### src/rtl/btpg_ram.sv
// Generic single-write, single-read RAM with registered read data.
module btpg_ram #(
    parameter int WIDTH = 8,
    parameter int DEPTH = 256
) (
    input  logic                     i_clk,
    input  logic                     i_we,
    input  logic [$clog2(DEPTH)-1:0] i_waddr,
    input  logic [WIDTH-1:0]         i_wdata,
    input  logic [$clog2(DEPTH)-1:0] i_raddr,
    output logic [WIDTH-1:0]         o_rdata
);
    logic [WIDTH-1:0] r_mem [DEPTH];
    logic [WIDTH-1:0] r_rdata;

    // Write port and registered read port.
    always_ff @(posedge i_clk) begin
        if (i_we) begin
            r_mem[i_waddr] <= i_wdata;
        end
        r_rdata <= r_mem[i_raddr];
    end

    assign o_rdata = r_rdata;
endmodule

### config.mk
export PLATFORM = sky130hd
export DESIGN_NAME = btpg_ram
export DESIGN_NICKNAME = d
export VERILOG_FILES = /design/src/rtl/btpg_ram.sv
export SDC_FILE = /design/constraint.sdc
export NUM_CORES = 2
export LEC_CHECK = 0
export BUFFER_PORTS_ARGS = -buffer_cell sky130_fd_sc_hd__buf_2
export CORE_MARGIN = 2
export CORE_UTILIZATION = 53
export CTS_BUF_LIST = sky130_fd_sc_hd__clkbuf_16
export DETAILED_ROUTE_END_ITERATION = 8
export GPL_TIMING_DRIVEN = 0
export PLACE_DENSITY = 0.72
export SETUP_SLACK_MARGIN = 0.15
export SLEW_MARGIN = 0
export SYNTH_ARGS = -nofsm -noshare
export SYNTH_HDL_FRONTEND = slang
export SYNTH_SLANG_ARGS = --single-unit
export TNS_END_PERCENT = 30
### constraint.sdc
create_clock -name i_clk -period 4.1 [get_ports i_clk]
set_clock_uncertainty 0.15 [all_clocks]
set_input_delay 0 -clock i_clk [delete_from_list [all_inputs] [get_ports i_clk]]
set_output_delay 0 -clock i_clk [all_outputs]
set_load 0.005 [all_outputs]
Word-level counts from Yosys, hierarchy flattened:

Memories as Yosys holds them, arrays and structs flattened. A register that Yosys moved wholly into a read port is not among the register bits.
Cells that the tools add are included.

* add/sub/neg operators: 0
* multiply operators: 0
* divide/modulo/power cells: 0
* magnitude comparators: 0
* equality and inequality tests: 0
* shift-type cells: 0
* multiplexer cells: 2
* bitwise gates (word level): 0
* reduce and logical (&&, ||, !) cells: 0

Operators with widths (count)
* 1-bit two-way mux: 2

* bits in registers: 0
* latch bits: 0
* RAM bits: 2048
* bits in read-only memories: 0
* input bits: 26
* output and inout port bits: 8
* memories kept: 1

Memory list
* r_mem: depth 256, width 8, rd ports 1, clocked after memory_dff 1, write ports 1, RTL line 13 `logic [WIDTH-1:0] r_mem [DEPTH];`

Depth between registers and ports, before layout:

* word-level depth: 2
* gate-level depth with buffers: 11
* mapped depth without buffers: 6

Worst setup path before layout:

Ideal clock, no wire load.

* kind: input-to-reg
* from: input i_raddr[0]
* to: register r_rdata[2], in the netlist o_rdata[2], read port of r_mem
* setup time: 0.131 ns
* data arrival time: 1.807 ns
* required time: 3.819 ns
* setup slack: 2.012 ns
* stages on the path: 9
* path through: buf_6 -> buf_12 -> buf_8 -> buf_2 -> mux4_2 -> a22oi_1 -> a21oi_1 -> nor4_1 -> nor4_2

RTL lines
* start: declaration: RTL line 10 `input logic [$clog2(DEPTH)-1:0] i_raddr,`
* end: declaration: RTL line 14 `logic [WIDTH-1:0] r_rdata;`

==> reports/metrics.cfg <==
[die]
fp-row-count = 142
initial_core_util_pct = 53.2
die_h_um = 391
die_w_um = 391
coreArea_mm2 = 0.149
die_area_mm2 = 0.153
io-pin-count = 34

[min_path]
hold_path.class = primary input to flip-flop

[drt]
drt_iter0_drc = 7788
viasPerCell = 6.87
drtAntennaViolNets = 0
vias = 42500
routed_wl_mm = 234
wire_per_inst_um = 37.8
firstDrtPassIters = 8
drc = 2

[synth]
synthesis.instances = 3733
synth-main-ff-cell = edfxtp_1
yosysWarnings = 0
synth-seq-cells = 2056
synth.most_common_cell = edfxtp_1
synth_common_cells = edfxtp_1 (2048), mux4_2 (454), nor2_1 (282)
synth_fp_nets = 3759
syn_area_per_cell_um2 = 21.3
synthArstFlopShare_pct = 0
synth_cell_types = 55
syn_area_mm2 = 0.0796
ys_seq_area_share_pct = 77.5
yosys.area.top_type_share_pct = 77.3
yosys.area.top_type = edfxtp_1
synth_edf_count = 2048
synthTopCellsByArea = edfxtp_1 (77%), mux4_2 (13%), mux2i_1 (1.7%)

[clock_network]
cts_buffers = 197
clk_pin_slew_ns = 0.06
clockBufferDepth = 3
cts_tree = yes
h-tree-depth = 4
cts_root_buf = clkbuf_16
clock-sinks = 2056
clk_latency_ns = 0.87
post_cts_buffers = 0

[sta]
slew_violations = 81
fmaxAchievable_mhz = 236
setup_viol = 26
slew-limit-headroom_pct = -9.08
rsz0062_at_grt = yes
fin_crit_sh_pct = 103
max_slew.worst_pin.slew_ns = 1.64
period_needed_ns = 4.24
hold_viol = 0
setup_ws_ns = -0.141

[worst_setup_path]
path_delay_family = simple AND/OR/NAND/NOR gates
path_cells = buf_2 -> buf_1 -> clkdlybuf4s15_1 -> nand2_1 -> o21ai_0 -> a2111oi_1 -> nor3_1 -> nor4_1
startpoint_type = primary input
worstPathArrival_ns = 4.75
slowest_delay_ns = 1.20
crit_type = primary input to flip-flop
worst-path-max-fanout = 10
worst_ep_required_time_ns = 4.61
critPathSlowestCell = a2111oi_1
cp-end-kind = flip-flop
cp_num_buf_inv = 3

[placed_design]
dp_cells = 5789
placed_area_mm2 = 0.0826
port_buffers = 26
gp_congestion = 1.01
pre_cts_slack_ns = -0.915
hpwl_mm = 152

[cells_and_area]
area_growth_pct = 12.3
drive_gt1_share_pct = 21.7
n_fill_cell = 10300
fin_util_pct = 59.8
nets = 4020
stdcell_count = 6187
stdcell_area_mm2 = 0.0893

[global_route]
antenna_found_initial = 12
grt_first_pass_wirelength_mm = 319
use_met3_pct = 9.77
busiest_layer = met2
grtUsageTotal_pct = 30.7
grt_start_max_net_pins = 173
grt_pass1_vias = 40700
gr-total-overflow = 0
met1_usage_pct = 41.3
use_met2_pct = 44.8

[job]
cap_violations = 9

[power_and_ir_drop]
ir_drop_mv = 0.420
clockPowerShare_pct = 41.5
power_density_mw_per_mm2 = 491
p_int_mw = 34.1
p_seq_share_pct = 52.8
netSwitchingFraction_pct = 22.4
p_comb_share_pct = 5.7
p_leak_nw = 27.7
p_switching_mw = 9.84

[outcome]
violations = DRC, capacitance limit, slew limit, setup timing
status = complete, but fails checks

## routing by layer
layer	part of all wire (%)	routed length, µm	vias to the layer above
li1	-	-	16200
met1	35	82000	22000
met2	45	104000	3566
met3	14	33000	659
met4	6.1	14200	20
met5	0.17	409	-
## per-stage QoR
step / setup TNS, ns / hold slack [ns] / power (mW)
after floorplan: 0 / -0.0511 / 24.8
after global routing: 0 / 0.105 / 44.7
after global placement: -284.31 / 0.233 / 26.0
after detailed placement: -4.32 / 0.233 / 26.0
after CTS: 0 / 0.0262 / 43.8
final: -1.81 / 0.0657 / 43.9
## registers in the layout, indices dropped and copies added (netlist names)
signal   flops
o_rdata      8
r_mem     2048
## final timing paths
kind,start,endpoint,slack [ns],cells past startpoint
hold / removal,i_wdata[7],r_mem[53][7]$_DFFE_PP_,0.07,2
setup reg to reg,r_mem[211][5]$_DFFE_PP_,o_rdata[5]$_DFF_P_,0.34,6
hold reg to reg,r_mem[105][1]$_DFFE_PP_,o_rdata[1]$_DFF_P_,1.13,6
setup / recovery,i_raddr[3],o_rdata[1]$_DFF_P_,-0.14,8
## layout make-up
cell class              count  area (µm²)  area share [%]
flip-flops and latches   2056       61700            69.0
repair buffers             62         714           0.800
multi-input cells        1442       16500            18.4
well taps                2016        2520            2.82
diodes                     11        27.5          0.0308
clock inverters           168        1520            1.71
clock buffers             197        4930            5.52
inverters                   2        7.51         0.00840
plain buffers             233        1470            1.65
## kinds of logic (layout without fill, tap and decap cells)
family                 Yosys count  in the layout  share of synthesized area, %
flip-flops                    2056           2056                          77.5
buffers and inverters          235            662                          1.83
other                            0             11                             0
multiplexers                   591            591                          14.6
AND/OR/NAND/NOR                466            466                          2.63
AO/OA/AOI/OAI                  385            385                          3.42
## placed cells by master, fill, tap and decap left out, types with 8 or more instances in the layout
cell type	instances
a211oi_1	16
dfxtp_1	8
diode_2	11
dlygate4sd3_1	18
nor4_1	22
a21oi_1	96
edfxtp_1	2048
nor2_1	281
nand2_1	33
buf_4	30
buf_8	25
buf_2	52
clkinv_1	51
nand2b_1	8
nand3_1	34
buf_6	22
nand4_1	10
buf_16	8
mux2i_1	134
bufinv_16	21
buf_12	8
mux4_2	454
o221ai_1	46
o22ai_1	28
buf_1	21
o211ai_1	10
inv_1	41
o21ai_0	10
clkbuf_1	98
nor2b_1	31
a22oi_1	133
nor3_1	22
clkbuf_16	197
clkinv_2	31
clkbuf_2	12
a221oi_1	11
a22o_1	8
## power groups by stage
stage	clock [mW]	combinational (mW)	sequential, mW
after floorplan	0	1.13	23.6
after global placement	0	2.29	23.7
after detailed placement	0	2.37	23.6
after CTS	18.2	2.40	23.2
after global routing	19.0	2.51	23.2
final	18.2	2.49	23.2
## what timing repair did
item,in CTS,in global routing
endpoints found under the setup margin,1,2
cloned,0,0
endpoints found under the hold margin,2085,0
gates resized for setup,1,4
hold buffers,18,0
No activity file was read; power rests on OpenSTA's default activity.
