===== config.mk =====
export PLATFORM = sky130hd
export DESIGN_NAME = btpg_div
export DESIGN_NICKNAME = d
export VERILOG_FILES = /design/src/rtl/btpg_div.sv
export SDC_FILE = /design/constraint.sdc
export NUM_CORES = 1
export LEC_CHECK = 0
export BUFFER_PORTS_ARGS = -buffer_cell sky130_fd_sc_hd__clkbuf_2
export CAP_MARGIN = 25
export CORE_ASPECT_RATIO = 1.25
export CORE_MARGIN = 5
export CORE_UTILIZATION = 48
export CTS_BUF_LIST = sky130_fd_sc_hd__clkbuf_8
export DETAILED_ROUTE_END_ITERATION = 7
export HOLD_SLACK_MARGIN = 0.1
export PLACE_DENSITY = 0.76
export SLEW_MARGIN = 20
export SYNTH_ARGS = -nofsm -noshare
export SYNTH_HDL_FRONTEND = slang
export SYNTH_SLANG_ARGS = --single-unit

===== constraint.sdc =====
create_clock -name i_clk -period 2.26 [get_ports i_clk]
set_clock_uncertainty 0.2 [all_clocks]
set_input_delay 0.678 -clock i_clk [delete_from_list [all_inputs] [get_ports i_clk]]
set_output_delay 0.678 -clock i_clk [all_outputs]
set_load 0.01 [all_outputs]

===== src/rtl/btpg_div.sv =====
// Restoring divider that produces one quotient bit per cycle.
module btpg_div #(
    parameter int DW = 10,
    parameter int SW = 5
) (
    input  logic          i_clk,
    input  logic          i_rst_n,
    input  logic          i_start,
    input  logic [DW-1:0] i_dividend,
    input  logic [SW-1:0] i_divisor,
    output logic          o_done,
    output logic [DW-1:0] o_quotient,
    output logic [SW-1:0] o_remainder
);
    localparam int CNTW = $clog2(DW + 1);

    logic [DW-1:0]   r_quo;
    logic [SW-1:0]   r_rem;
    logic [SW-1:0]   r_div;
    logic [CNTW-1:0] r_cnt;
    logic            r_busy;
    logic            r_done;
    logic [SW:0]     w_shift;
    logic [SW:0]     w_diff;
    logic            w_fit;

    // One trial subtraction per cycle.
    always_comb begin
        w_shift = {r_rem, r_quo[DW-1]};
        w_diff  = w_shift - {1'b0, r_div};
        w_fit   = (w_shift >= {1'b0, r_div});
    end

    always_ff @(posedge i_clk) begin
        if (!i_rst_n) begin
            r_busy <= 1'b0;
            r_done <= 1'b0;
            r_cnt  <= '0;
        end else begin
            r_done <= 1'b0;
            if (i_start) begin
                r_busy <= 1'b1;
                r_cnt  <= CNTW'(DW);
            end else if (r_busy) begin
                r_cnt <= r_cnt - 1'b1;
                if (r_cnt == CNTW'(1)) begin
                    r_busy <= 1'b0;
                    r_done <= 1'b1;
                end
            end
        end
    end

    // Datapath of the quotient and remainder.
    always_ff @(posedge i_clk) begin
        if (i_start) begin
            r_quo <= i_dividend;
            r_rem <= '0;
            r_div <= i_divisor;
        end else if (r_busy) begin
            r_quo <= {r_quo[DW-2:0], w_fit};
            r_rem <= w_fit ? w_diff[SW-1:0] : w_shift[SW-1:0];
        end
    end

    assign o_done      = r_done;
    assign o_quotient  = r_quo;
    assign o_remainder = r_rem;
endmodule


## Yosys cells after proc, flatten, opt, wreduce, memory -nomap -nowiden

Cells that the tools add are included.

- Flip-flop bits (word level): 26
- Input bits: 18
- Output and inout port bits: 16
- Word-level logic and storage cells: 25

- Add/sub/neg operators: 2
- Magnitude comparators: 1
- Equal/unequal tests: 1
- Mux-type cells: 9
- Bitwise gates (word level): 2
- Reductions and logical operators: 3

Operators with widths:

| operator | count |
|---|---|
| 10-bit two-way mux | 2 |
| 4-bit two-way mux | 2 |
| 6-bit by 5-bit greater-or-equal comparator with 1-bit output | 1 |
| 5-bit two-way mux | 1 |
| 5-bit subtractor | 1 |
| 4-bit by 1-bit == test with 1-bit output, second input constant | 1 |
| 1-bit two-way mux | 4 |
| 4-bit by 1-bit subtractor with 4-bit output, second input constant | 1 |
| 3-bit OR reduction | 1 |
| 1-bit NOT | 2 |
| 2-bit nonzero test | 1 |
| 2-bit OR reduction | 1 |

## Longest topological paths before layout

- Word-level depth: 4
- Mapped depth: 8
- Depth with buffers taken out: 8

## Worst setup path before layout

Ideal clock, no wire load.

- Path kind: register -> register
- From: reg r_quo[9] (netlist: o_quotient[9])
- To: reg r_rem[2] (netlist: o_remainder[2])
- Setup time: 0.095 ns
- Arrival time: 2.087 ns
- Required time: 1.965 ns
- Slack: -0.122 ns
- Stages on the path, launching flop included: 9
- Path buffers: 0
- Clock period less this slack: 2.382 ns
- Cells stage by stage: edfxtp_1 inv_1 ha_1 inv_1 fa_1 a211o_1 o211a_1 or4_1 o311ai_1

- Word-level cells in the longest chain between the ends: 2
- Elaborated cells on any way between the ends: 3
- Classes of those cells: add/sub (1); order compare (1); mux (1)

RTL lines:

| what | line | source |
|---|---|---|
| start, declared | 17 | `logic [DW-1:0] r_quo;` |
| start signal, assigned | 57 | `r_quo <= i_dividend;` |
| start signal, assigned | 61 | `r_quo <= {r_quo[DW-2:0], w_fit};` |
| 5-bit subtractor or 6-bit by 5-bit greater-or-equal comparator with 1-bit output (tied branches) | 30, 31 |  |
| 5-bit two-way mux * | 62 | `r_rem <= w_fit ? w_diff[SW-1:0] : w_shift[SW-1:0];` |
| end signal, assigned | 62 |  |
| end, declared | 18 | `logic [SW-1:0] r_rem;` |

Mark *: on every way between the ends. The rest lies on a longest branch, timed or not.
A chain may end at the register's enable or synchronous reset.

## Worst setup path in the final report

Same ends and word-level chain as after synthesis.

==> flow_summary.toml <==
[setup_path]
crit_fanout = 3
worst-r2r-cell-count = 8
setup.reg_to_reg.worst_slack_ns = 0.02
timing_worst_setup_path_type = "reg2reg"
worstPathCellList = "inv_1 -> ha_2 -> inv_2 -> fa_2 -> a211o_1 -> o211a_1 -> or4_1 -> o311ai_1"
slowest_delay_ns = 0.41
worst_ep_arrival_time_ns = 2.21
crit_end = "o_remainder[2]"
worstSetupStartpointType = "register"
r2r_end = "o_remainder[2]"
timing.critical_path.required_ns = 2.23
critical_path.reg2reg.startpoint = "o_quotient[9]"
critical_path.startpoint = "o_quotient[9]"
cpMaxStageDelayCell = "or4_1"
endpoint_kind = "register"

[sta]
achievable-frequency_mhz = 446
period_share = 0.993
final_period_minus_worst_setup_slack_ns = 2.24
tightest_slew_ns = 0.517
timing.final.max_slew_violations = 0
setup_failing_eps_final = 0
maxSlewHeadroom = 0.654
final-hold-violation-count = 0
grt_setup_unrepaired = "true"

[floorplanning]
chipHeight_um = 67.7
die_area_um2 = 3800
ios = 34
die_width_um = 56.1
placement_rows = 21
standard_cell_core_area_um2 = 2630
initial_core_util = 0.486

[placement]
detail_placement_hpwl_um = 2050
detailed_place.area_um2 = 1520
io_buffer_count = 33
place_congestion = 0.832

[routing]
drt-pass1-iter-count = 4
dr.first_iter.drc_count = 34
detail_route.wl_per_cell_um = 14.4
vias = 1015
avgViaCountPerCell = 5.46
postRouteWirelength_um = 2680
drt_drc_violations_left = 0
antenna_violating_nets_post_route = 0

[yosys]
synth.top_cell.area_share = 0.353
synthTopCellsByArea = "edfxtp_1 35%, dfxtp_1 17%, mux2_2 7.9%"
synth_simple_gate_area_frac = 0.108
synthMuxAreaShare = 0.0793
synthArstFlopShare = 0
synthAdderAreaFrac = 0.0842
synthesis.area_um2 = 1280
synth_area_per_cell_um2 = 11.4
synth.ff_latch_count = 26
synthDistinctLibCells = 35
synth-edff-count = 15
synthesis.yosys.warnings = 0
dominant_combinational_cell_family_by_area_after_synthesis = "compound AO/OA/AOI/OAI gates"
post-synth-top-area-cell = "edfxtp_1"
synth-compound-area-share = 0.130
post_synth_xor_area_fraction = 0.0343
synthFlopType = "edfxtp_1"
netlist_instances = 112
synth_sequential_area_ratio = 0.525
postSynthNetCount = 138

[hold_path]
timing.hold.worst.class = "reg2reg"
timing.hold.worst_path_depth = 2

[clock_tree]
cts_hold_buf = 0
cts_clock_pin_slew_for_the_worst_setup_and_hold_paths_ns = 0.09
clockBufferDepth = 2
clkSinkCount = 26
clk_latency_ns = 0.26
h-tree-depth = 1
tritoncts_clock_tree = "yes"
root_buffer = "clkbuf_8"
cts_made_buffers = 3

[layout]
flow.area_growth_from_synthesis_pct = 23.8
finish.net_count = 179
antenna_cells_inserted = 0
drive_gt1_frac = 0.382
post-route-cell-area_um2 = 1580

[grt]
track_usage = 0.146
first_global_vias = 1008
wire_length_of_the_first_global_routing_pass_um = 4350
pin_count_of_the_biggest_net_entering_global_routing = 17
antenna_found_initial = 0
global_route.overflow_total = 0

[power_and_ir_drop]
irDropWorstVdd_mv = 0.488
power_density_nw_per_um2 = 693
static_leakage_power_nw = 0.714
power_mw = 1.10

[run_status]
run_status = "finished clean"

[flow_run]
count_of_max_cap_constraint_violations = 0
[cell usage in the layout (no fill, tap or decap), types with 2 or more instances in the layout]
cell type and n:
nand2_1 8, a21boi_0 2, clkbuf_8 3, mux2_2 9, o21ai_0 2, nor2b_1 2
nor2_1 8, edfxtp_1 15, a211oi_1 2, clkbuf_2 33, nand3_1 3, xnor2_1 4
and3_1 2, a21oi_1 5, dfxtp_1 11, ha_1 6, buf_4 6, inv_1 9
a211o_1 2
[how the worst min path moves through the flow]
stage / start / endpoint / slack [ns]
3_3_place_gp: o_remainder[1] / o_remainder[1] / 0.31
6_report: o_remainder[1] / o_remainder[1] / 0.37
4_1_cts: o_remainder[1] / o_remainder[1] / 0.33
5_1_grt: i_divisor[1] / r_div[1] / 0.37
3_5_place_dp: o_remainder[1] / o_remainder[1] / 0.32
2_1_floorplan: r_cnt[2] / r_cnt[2] / 0.30
[registers in the layout, summed over array words and instances (netlist names)]
signal       count
o_done           1
o_quotient      10
o_remainder      5
r_busy           1
r_cnt            4
r_div            5
[critical path: cells and delay by family, from the launching register on]
family                   cells  cell delay (ns)
flip-flops                   1             0.39
AO/OA/AOI/OAI                3             0.52
AND/OR/NAND/NOR              1             0.41
buffers and inverters        2             0.11
adder cells (fa/ha/maj)      2             0.52
[cell families after synthesis]
logic type	after synthesis
AO/OA/AOI/OAI	23
XOR/XNOR	5
adder cells (fa/ha/maj)	8
buffers and inverters	13
flip-flops	26
multiplexers	9
AND/OR/NAND/NOR	28
[through the flow]
step                setup slack [ns]  utilization  setup TNS (ns)  hold WS (ns)  std cells
finish                        0.0155        0.602               0         0.373        186
global placement              0.0762        0.577               0         0.313        181
detailed placement            0.0176        0.577               0         0.318        181
CTS                           0.0269        0.594               0         0.332        185
floorplan                    -0.0110            -         -0.0110         0.303        112
global route                  -0.119        0.602          -0.414         0.374        186
[where the power goes]
| part | internal (mW) | switching (mW) | total [mW] |
|---|---|---|---|
| Combinational | 0.125 | 0.133 | 0.258 |
| Sequential | 0.549 | 0.0308 | 0.580 |
| Clock | 0.121 | 0.136 | 0.258 |
[cell usage after synthesis, drive strengths merged (2+ instances only)]
master	number
a311oi	2
a21oi	5
ha	7
nand2	8
mux2	9
nand3	3
inv	9
a21boi	2
a211oi	2
nor2b	2
dfxtp	11
clkbuf	3
edfxtp	15
nor2	8
xnor2	4
and3	2
o21ai	2
a211o	3
[final cells by class]
type | count | area, um2
Fill cell | 236 | 1050
Sequential cell | 26 | 671
Multi-Input combinational cell | 73 | 576
Timing Repair Buffer | 39 | 210
Tap cell | 34 | 42.5
Clock buffer | 3 | 41.3
Inverter | 10 | 37.5
Clock inverter | 1 | 3.75
[metal layers]
layer / up-vias / GRT usage / routed length [um]
li1: 492 / - / -
met1: 484 / 0.171 / 1130
met2: 31 / 0.259 / 1350
met3: 8 / 0.0229 / 124
met4: 0 / 0.0742 / 72
met5: - / 0 / 0
[what timing repair did]
action | in CTS | in global routing
resized for setup | 0 | 2
buffers inserted | 0 | 1
setup endpoints to repair | 1 | 5
pin swaps | 1 | 1
Note: power is estimated with default switching activity, not from simulation.
